File: src/hw/rtl/gpsrp_pkg.sv
package gpsrp_pkg;

    // Framing bytes of the receiver's report protocol.
    localparam logic [7:0] LEAD_BYTE   = 8'h10;
    localparam logic [7:0] ID_HEALTH   = 8'h46;
    localparam logic [7:0] ID_TIME     = 8'h41;
    localparam logic [7:0] ID_POSITION = 8'h4A;

    // Payload lengths in bytes.
    localparam logic [4:0] SIZE_HEALTH   = 5'd2;
    localparam logic [4:0] SIZE_TIME     = 5'd10;
    localparam logic [4:0] SIZE_POSITION = 5'd20;

    localparam int NUM_WORDS = 3;
    localparam int TDATA_W   = 184;

    // Output report kinds carried on tuser.
    localparam logic REPORT_TIME     = 1'b0;
    localparam logic REPORT_POSITION = 1'b1;

    typedef enum logic [1:0] {
        KIND_HEALTH   = 2'd0,
        KIND_TIME     = 2'd1,
        KIND_POSITION = 2'd2
    } kind_t;

    typedef enum logic [2:0] {
        PH_HUNT    = 3'b001,
        PH_LEAD    = 3'b010,
        PH_PAYLOAD = 3'b100
    } phase_t;

    typedef struct packed {
        logic        report_kind;
        logic [31:0] time_of_week;
        logic [15:0] week_number;
        logic [31:0] utc_offset;
        logic [31:0] latitude;
        logic [31:0] longitude;
        logic [31:0] altitude;
        logic        receiver_healthy;
        logic        fix_complete;
    } report_t;

    function automatic logic [4:0] payload_size(input kind_t kind);
        logic [4:0] size;
        case (kind)
            KIND_TIME:     size = SIZE_TIME;
            KIND_POSITION: size = SIZE_POSITION;
            default:       size = SIZE_HEALTH;
        endcase
        return size;
    endfunction

endpackage

File: src/hw/rtl/gpsrp_parser.sv
module gpsrp_parser (
    input  logic                aclk,
    input  logic                aresetn,
    input  logic                byte_valid,
    input  logic [7:0]          rx_byte,
    output logic                res_valid,
    output gpsrp_pkg::report_t  res
);
    import gpsrp_pkg::*;

    phase_t      phase_reg, phase_next;
    kind_t       kind_reg, kind_next;
    logic [4:0]  count_reg, count_next;
    logic [31:0] words_reg [NUM_WORDS];
    logic [31:0] words_next [NUM_WORDS];
    logic        healthy_reg, healthy_next;
    logic        have_time_reg, have_time_next;
    logic        have_pos_reg, have_pos_next;

    logic        slot_hit;
    logic [1:0]  slot;
    logic [4:0]  count_plus;

    // Which assembled word the current payload byte shifts into.
    always_comb begin
        slot_hit = 1'b0;
        slot     = 2'd0;
        case (kind_reg)
            KIND_TIME: begin
                if (count_reg < 5'd4) begin
                    slot_hit = 1'b1;
                    slot     = 2'd0;
                end else if (count_reg < 5'd6) begin
                    slot_hit = 1'b1;
                    slot     = 2'd1;
                end else if (count_reg < 5'd10) begin
                    slot_hit = 1'b1;
                    slot     = 2'd2;
                end
            end
            KIND_POSITION: begin
                if (count_reg < 5'd12) begin
                    slot_hit = 1'b1;
                    slot     = count_reg[3:2];
                end
            end
            default: begin
                slot_hit = 1'b0;
            end
        endcase
    end

    assign count_plus = count_reg + 5'd1;

    always_comb begin
        phase_next     = phase_reg;
        kind_next      = kind_reg;
        count_next     = count_reg;
        words_next     = words_reg;
        healthy_next   = healthy_reg;
        have_time_next = have_time_reg;
        have_pos_next  = have_pos_reg;
        res_valid      = 1'b0;
        res            = '0;

        if (byte_valid) begin
            unique case (phase_reg)
                PH_LEAD: begin
                    if (rx_byte == ID_HEALTH || rx_byte == ID_TIME
                            || rx_byte == ID_POSITION) begin
                        kind_next  = (rx_byte == ID_HEALTH) ? KIND_HEALTH :
                                     (rx_byte == ID_TIME)   ? KIND_TIME : KIND_POSITION;
                        count_next = '0;
                        for (int i = 0; i < NUM_WORDS; i++) begin
                            words_next[i] = '0;
                        end
                        phase_next = PH_PAYLOAD;
                    end else if (rx_byte != LEAD_BYTE) begin
                        phase_next = PH_HUNT;
                    end
                end
                PH_PAYLOAD: begin
                    if (slot_hit) begin
                        words_next[slot] = {words_reg[slot][23:0], rx_byte};
                    end
                    if (kind_reg == KIND_HEALTH && count_reg == 5'd0 && rx_byte == 8'h00) begin
                        healthy_next = 1'b1;
                    end
                    count_next = count_plus;
                    if (count_plus >= payload_size(kind_reg)) begin
                        phase_next = PH_HUNT;
                        count_next = '0;
                        if (kind_reg == KIND_TIME && healthy_reg) begin
                            have_time_next       = 1'b1;
                            res_valid            = 1'b1;
                            res.report_kind      = REPORT_TIME;
                            res.time_of_week     = words_next[0];
                            res.week_number      = words_next[1][15:0];
                            res.utc_offset       = words_next[2];
                            res.receiver_healthy = healthy_reg;
                            res.fix_complete     = have_pos_reg;
                        end else if (kind_reg == KIND_POSITION) begin
                            have_pos_next        = 1'b1;
                            res_valid            = 1'b1;
                            res.report_kind      = REPORT_POSITION;
                            res.latitude         = words_next[0];
                            res.longitude        = words_next[1];
                            res.altitude         = words_next[2];
                            res.receiver_healthy = healthy_reg;
                            res.fix_complete     = have_time_reg;
                        end
                    end
                end
                default: begin
                    phase_next = (rx_byte == LEAD_BYTE) ? PH_LEAD : PH_HUNT;
                end
            endcase
        end
    end

    always_ff @(posedge aclk) begin
        if (!aresetn) begin
            phase_reg     <= PH_HUNT;
            kind_reg      <= KIND_HEALTH;
            count_reg     <= '0;
            healthy_reg   <= 1'b0;
            have_time_reg <= 1'b0;
            have_pos_reg  <= 1'b0;
            for (int i = 0; i < NUM_WORDS; i++) begin
                words_reg[i] <= '0;
            end
        end else begin
            phase_reg     <= phase_next;
            kind_reg      <= kind_next;
            count_reg     <= count_next;
            healthy_reg   <= healthy_next;
            have_time_reg <= have_time_next;
            have_pos_reg  <= have_pos_next;
            words_reg     <= words_next;
        end
    end

endmodule

File: src/hw/rtl/gps_report_packet_parser_top.sv
// Channel   Direction  tdata (low bit first)                          tuser
// s_        in         rx_byte[7:0]                                   -
// m_        out        time_of_week[31:0], week_number[15:0],         report_kind
//                      utc_offset[31:0], latitude[31:0],
//                      longitude[31:0], altitude[31:0],
//                      receiver_healthy, fix_complete, 6 zero bits
//
// One byte word is accepted per cycle unless the input stalls. The byte that
// completes a position report, or a time report once healthy, is decoded in
// the same cycle; its report word appears on the m_ side at the next edge.
// Reset is synchronous on aresetn and returns the parser to hunting with all
// flags cleared. The input stalls only while a report word is held in the
// output register and the downstream side is not taking it.
module gps_report_packet_parser_top (
    input  logic                               aclk,
    input  logic                               aresetn,
    input  logic                               s_tvalid,
    output logic                               s_tready,
    input  logic [7:0]                         s_tdata,   // rx_byte
    output logic                               m_tvalid,
    input  logic                               m_tready,
    output logic [gpsrp_pkg::TDATA_W-1:0]      m_tdata,   // see table above
    output logic                               m_tuser    // report_kind
);
    import gpsrp_pkg::*;

    logic    s_fire;
    logic    res_valid;
    report_t res;
    logic    out_valid_reg;
    report_t out_reg;

    // The output register frees itself in the same cycle it is drained, so a
    // byte can be taken even while a finished report is being handed off.
    assign s_tready = !out_valid_reg || m_tready;
    assign s_fire   = s_tvalid && s_tready;

    gpsrp_parser u_parser (
        .aclk       (aclk),
        .aresetn    (aresetn),
        .byte_valid (s_fire),
        .rx_byte    (s_tdata),
        .res_valid  (res_valid),
        .res        (res)
    );

    always_ff @(posedge aclk) begin
        if (!aresetn) begin
            out_valid_reg <= 1'b0;
        end else if (s_fire) begin
            out_valid_reg <= res_valid;
        end else if (m_tready) begin
            out_valid_reg <= 1'b0;
        end
    end

    // Report payload needs no reset; it is only looked at while valid.
    always_ff @(posedge aclk) begin
        if (s_fire && res_valid) begin
            out_reg <= res;
        end
    end

    assign m_tvalid = out_valid_reg;
    assign m_tuser  = out_reg.report_kind;
    assign m_tdata  = {6'b0,
                       out_reg.fix_complete,
                       out_reg.receiver_healthy,
                       out_reg.altitude,
                       out_reg.longitude,
                       out_reg.latitude,
                       out_reg.utc_offset,
                       out_reg.week_number,
                       out_reg.time_of_week};

    // A fix needs a time report, which is only given once healthy.
    a_fix_implies_healthy: assert property (@(posedge aclk) disable iff (!aresetn)
        m_tvalid && m_tdata[177] |-> m_tdata[176])
        else $error("fix reported without a healthy receiver");

    a_time_needs_health: assert property (@(posedge aclk) disable iff (!aresetn)
        m_tvalid && m_tuser == REPORT_TIME |-> m_tdata[176])
        else $error("time report given while receiver not healthy");

    a_position_time_zero: assert property (@(posedge aclk) disable iff (!aresetn)
        m_tvalid && m_tuser == REPORT_POSITION |-> m_tdata[79:0] == 80'd0)
        else $error("position report carries time fields");

    a_report_from_byte: assert property (@(posedge aclk) disable iff (!aresetn)
        $rose(m_tvalid) |-> $past(s_tvalid && s_tready))
        else $error("report appeared without an accepted byte");

endmodule

File: config.mk
export PLATFORM = sky130hd
export DESIGN_NAME = gps_report_packet_parser_top
export DESIGN_NICKNAME = d
export VERILOG_FILES = /design/src/hw/rtl/gpsrp_pkg.sv /design/src/hw/rtl/gpsrp_parser.sv /design/src/hw/rtl/gps_report_packet_parser_top.sv
export SDC_FILE = /design/constraint.sdc
export NUM_CORES = 1
export LEC_CHECK = 0
export BUFFER_PORTS_ARGS = -buffer_cell sky130_fd_sc_hd__buf_4
export CORE_ASPECT_RATIO = 0.5
export CORE_MARGIN = 2
export CORE_UTILIZATION = 25
export DETAILED_ROUTE_END_ITERATION = 8
export GPL_TIMING_DRIVEN = 0
export HOLD_SLACK_MARGIN = 0.05
export PLACE_DENSITY_LB_ADDON = 0.05
export SETUP_SLACK_MARGIN = 0.1
export SLEW_MARGIN = 40
export SYNTH_ARGS = -nofsm -noshare
export SYNTH_HDL_FRONTEND = slang
export SYNTH_HIERARCHICAL = 1
export SYNTH_SLANG_ARGS = --single-unit
File: constraint.sdc
create_clock -name aclk -period 9.46 [get_ports aclk]
set_input_delay 1.892 -clock aclk [delete_from_list [all_inputs] [get_ports aclk]]
set_output_delay 1.892 -clock aclk [all_outputs]
set_load 0.05 [all_outputs]
# Word level (Yosys, flattened, before mapping)
# Index checks and enable logic that the tools add are counted.
[totals]
regBits = 289
latch_bits = 0
ramBits = 0
rom_bits = 0
input_bits = 12
word_cells = 110
n_memories = 0
[op_classes]
n_addsub = 1
mul = 0
div_mod_pow = 0
order_cmp = 7
n_eq_ne = 12
n_shift = 0
n_mux = 41
bitwise_logic = 6
reduce_logical = 24
[ops]
columns = ["op", "n"]
rows = [
  ["2-to-1 mux 96 bit", 2],
  ["one-hot mux 96 bit (2 select lines)", 1],
  ["bitwise mux 96 bit", 1],
  ["binary-select mux 32 bit (select 2 bit)", 1],
  ["demux 32 bit (select 2 bit)", 1],
  ["2-to-1 mux 24 bit", 2],
  ["2-to-1 mux 32 bit", 1],
  ["== test 8 x 7 -> 1 bit, second input constant", 3],
  ["2-to-1 mux 5 bit", 4],
  ["one-hot mux 5 bit (2 select lines)", 2],
  ["2-to-1 mux 2 bit", 9],
  ["AND reduction 3 bit", 5],
  ["2-to-1 mux 1 bit", 11],
  ["< comparator 5 x 3 -> 1 bit, second input constant", 2],
  ["< comparator 5 x 4 -> 1 bit, second input constant", 2],
  ["2-to-1 mux 3 bit", 3],
  ["== test 8 x 5 -> 1 bit, second input constant", 1],
  ["zero test 8 bit", 1],
  ["!= test 8 x 5 -> 1 bit, second input constant", 1],
  ["logical AND 1 bit", 6],
  ["one-hot mux 3 bit (2 select lines)", 1],
  ["adder 5 x 1 -> 5 bit, second input constant", 1],
  ["greater-or-equal comparator 5 bit", 1],
  ["zero test 5 bit", 1],
  ["other kinds (20)", 28],
]

# Depth between registers and ports, before layout
[logic_depth]
ltp_word = 13
depth_mapped = 12

# Hierarchy
# The synthesis kept the hierarchy.
[modules_own_cells]
columns = ["mod", "instances", "cells_each", "area_each_um2", "seq_area_each_um2"]
rows = [
  ["gpsrp_parser", 1, 815, 6615.1, 2182.1],
  ["gps_report_packet_parser_top", 1, 192, 5495.3, 5395.2],
]

# Worst setup path before layout
# No wires, ideal clock.
[synth_path]
kind = "in2reg"
start = "in m_tready"
end = "reg out_reg (netlist bit m_tdata[0]), enable pin"
setup_ns = 0.481
t_arrival_ns = 5.752
setup_slack_ns = 3.227
cell_stages = 9
path_buffers = 1
path_cell_list = "nand2b_4 > and2_4 > and4bb_1 > buf_4 > a21boi_2 > o31ai_1 > nor2_1 > nand2_1 > nor2b_4"
[synth_between]
elab_chain_len = 4
[synth_rtl]
columns = ["element", "line", "source"]
rows = [
  ["from (decl)", "gps_report_packet_parser_top.sv:21", "input logic m_tready,"],
  ["logical OR 1 bit", "gps_report_packet_parser_top.sv:35", "assign s_tready = !out_valid_reg || m_tready;"],
  ["logical AND 1 bit", "gps_report_packet_parser_top.sv:36", "assign s_fire = s_tvalid && s_tready;"],
  ["via s_fire", "gps_report_packet_parser_top.sv:27", "logic s_fire;"],
  ["2-to-1 mux 1 bit", "gpsrp_parser.sv:66", "if (byte_valid) begin"],
  ["via res_valid", "gps_report_packet_parser_top.sv:28", "logic res_valid;"],
  ["logical AND 1 bit", "gps_report_packet_parser_top.sv:59", "if (s_fire && res_valid) begin"],
  ["to (signal assigned)", "gps_report_packet_parser_top.sv:60", "out_reg <= res;"],
  ["to (decl)", "gps_report_packet_parser_top.sv:31", "report_t out_reg;"],
]
# The timed path passes the listed nets, and every way through them passes these cells.
# A chain may end at the register's enable or synchronous reset.

# Worst setup path in the final report
[layout_path]
start = "in m_tready"
end = "reg out_reg (netlist bit m_tdata[164]), enable pin"
# The elaborated chain is that of the path after synthesis.

==> results.sh <==
export IMPL_status="complete, no violations"
export IMPL_clkTransAtPathRegs_ns=0.07
export IMPL_cts_sinks=289
export IMPL_final_setup_viol_count=0
export IMPL_ys_seq_area_frac=0.626
export IMPL_place_inst=1851
export IMPL_worst_pin_slew_ns=0.846
export IMPL_hpwl_um=32100
export IMPL_powerDensity_mw_per_mm2=167
export IMPL_fin_crit_ns=4.29
export IMPL_core_mm2=0.0474
export IMPL_cts_buffers=30
export IMPL_initial_core_util=0.256
export IMPL_portBuffers=185
export IMPL_start_kind="input pin"
export IMPL_holdPathStages=2
export IMPL_max_freq_mhz=233
export IMPL_crit_fanout=21
export IMPL_holdPathEnd="u_parser/have_time_reg$_SDFFE_PN0P_"
export IMPL_die_w_um=315
export IMPL_first_global_vias=9150
export IMPL_stdcell_count=1912
export IMPL_syn_to_final_growth_pct=28.6
export IMPL_slowest_stage="nor2b_4"
export IMPL_finalPower_uw=2610
export IMPL_worst_hold_startpoint="u_parser/have_time_reg$_SDFFE_PN0P_"
export IMPL_crit_buf_inv=6
export IMPL_antenna_found_initial=0
export IMPL_overflow=0
export IMPL_synth_edf_count=179
export IMPL_r2r_start="u_parser/count_reg[1]$_SDFFE_PN0P_"
export IMPL_first_iter_violations=843
export IMPL_crit_required_ns=9.73
export IMPL_ioPinCount=199
export IMPL_synthTopCellsByArea="edfxtp_1, dfxtp_1, a22o_1, mux2i_1, nor2_1"
export IMPL_post_cts_buffers=0
export IMPL_slew_headroom=0.436
export IMPL_largest_reg_flops=178
export IMPL_final_antenna_net_count=0
export IMPL_crit_family="simple AND/OR/NAND/NOR gates"
export IMPL_synth_area_mm2=0.0121
export IMPL_p_leak_uw=0.00571
export IMPL_max_cap_viol_count=0
export IMPL_htree_levels=1
export IMPL_synth_area_per_cell_um2=12.0
export IMPL_routedWlPerCell_um=22.5
export IMPL_vdd_drop_max_mv=0.121
export IMPL_r2r_slack_ns=5.94
export IMPL_ys_warn_count=6
export IMPL_grt_pass1_wl_um=61900
export IMPL_dr_pass1_iters=6
export IMPL_route_detailed_drc=0
export IMPL_finalNetCount=1271
export IMPL_rsz0062_at_grt="false"
export IMPL_die_area_mm2=0.0503
export IMPL_via_count=9374
export IMPL_fin_skew_ns=0.0170
export IMPL_cts_buffer_depth=3
export IMPL_synth_distinct_cells=64
export IMPL_crit_path_frequent_cell="buf_8"
export IMPL_syn_inst=1007
export IMPL_track_usage=0.165
export IMPL_fin_crit_sh=0.454
export IMPL_rr_endpoint="m_tdata[164]$_DFFE_PP_"
export IMPL_synth_top_flop_cell="edfxtp_1"
export IMPL_ys_ff_latch=289
export IMPL_r2r_cells=14
export IMPL_ctsHoldBuffers=0
export IMPL_synth_most_common_cell="edfxtp_1"
export IMPL_hold_path_class="reg2reg"
export IMPL_synth_common_cells="edfxtp_1, dfxtp_1, nor2_1, nand2_1, a21oi_1"
export IMPL_gp_congestion=0.829
export IMPL_cp_end_kind="flop"
export IMPL_hold_viol=0
export IMPL_setup_tns_ns=0
export IMPL_clk_latency_ns=0.58
export IMPL_die_h_um=160
export IMPL_grt_start_max_net_pins=23
export IMPL_final_layout_size_suffix_gt1_frac=0.251
export IMPL_max_stage_delay_ns=0.35
export IMPL_wl_um=43000
export IMPL_via_per_inst=4.90
export IMPL_yosys_area_top_type_share=0.444
export IMPL_slew_viol_final=0
export IMPL_cts_resized=0
export IMPL_yosysTopAreaCell="edfxtp_1"
export IMPL_synth_async_sr_flop_share=0
export IMPL_cts_root_buf="clkbuf_16"
export IMPL_crit_type="in2reg"
export IMPL_fin_util=0.329
export IMPL_cp_arrival_ns=4.57
export IMPL_worstPathCellList="buf_4 -> nand2b_4 -> and2_4 -> and4bb_1 -> buf_4 -> a21boi_2 -> o31ai_1 -> nor2_1 -> nand2_1 -> nor2b_4 -> buf_16 -> buf_8 -> buf_8 -> buf_8"
export IMPL_cts_tree="yes"
export IMPL_rows=56
[cell usage in the layout (no fill, tap or decap), drive strengths merged, types with 15 or more instances in the layout]
cell type,count
a211oi,51
a21oi,76
a222oi,24
a22o,64
buf,252
clkbuf,88
dfxtp,110
edfxtp,179
inv,16
mux2i,48
nand2,76
nand3,42
nor2,105
o21ai,15
o221ai,24
[worst reg2reg max path, stage by stage (launching register included)]
cell      delay, ns
dfxtp_1        0.48
ha_1           0.26
nand3_1        0.11
xnor2_1        0.23
ha_1           0.24
inv_1          0.07
a21boi_2       0.16
o31ai_1        0.11
nor2_1         0.15
nand2_1        0.14
nor2b_4        0.35
buf_16         0.22
buf_8          0.23
buf_8          0.23
buf_8          0.23
[worst max-delay path by stage]
stage	from	endpoint	slack [ns]	cells past startpoint
after floorplan	m_tready	m_tdata[0]$_DFFE_PP_	3.23	9
after global placement	m_tready	m_tdata[166]$_DFFE_PP_	1.88	10
after detailed placement	m_tready	m_tdata[70]$_DFFE_PP_	4.53	14
after CTS	m_tready	m_tdata[166]$_DFFE_PP_	5.15	14
after global routing	m_tready	m_tdata[172]$_DFFE_PP_	4.97	14
final	m_tready	m_tdata[164]$_DFFE_PP_	5.17	14
[stage by stage]
step,hold slack (ns),cell area [um^2],setup WS [ns]
final,0.467,15600,5.17
after floorplan,0.432,12100,3.23
after CTS,0.465,15600,5.15
after global placement,0.443,14300,1.88
after detailed placement,0.455,14500,4.53
after global routing,0.495,15600,4.97
[cells by family after synthesis]
logic type / Yosys count / share of synthesized area
adders and majority gates: 10 / 0.0103
DFF: 289 / 0.626
muxes: 48 / 0.0397
AOI/OAI and AO/OA: 288 / 0.180
and+or+nand+nor: 258 / 0.0977
buffers and inverters: 109 / 0.0436
xor gates and xnor gates: 4 / 0.00289
other: 1 / 0.000310
[final cells by class]
type	instances	area, um^2
antenna	1	2.50
tap	638	798
fill	4829	31800
sequential	289	7580
clock buffer	42	848
timing repair buffer	205	1620
clock inverter	14	175
inverter	16	60.1
multi-input combinational	614	4030
buffer	93	469
[routing by layer]
layer / up-vias / GRT usage / part of all wire
met5: - / 0 / 0
met4: 0 / 0.0345 / 0.018
met3: 57 / 0.0392 / 0.068
met2: 287 / 0.248 / 0.44
met1: 4690 / 0.240 / 0.47
li1: 4340 / - / -
[report_power, final]
group | switching [uW] | internal (uW) | leakage, uW
Sequential | 0.251 | 1320 | 0.00296
Clock | 516 | 733 | 0.000503
Combinational | 26.8 | 9.11 | 0.00224
Total | 543 | 2060 | 0.00571
Note: power is estimated with default switching activity, not from simulation.
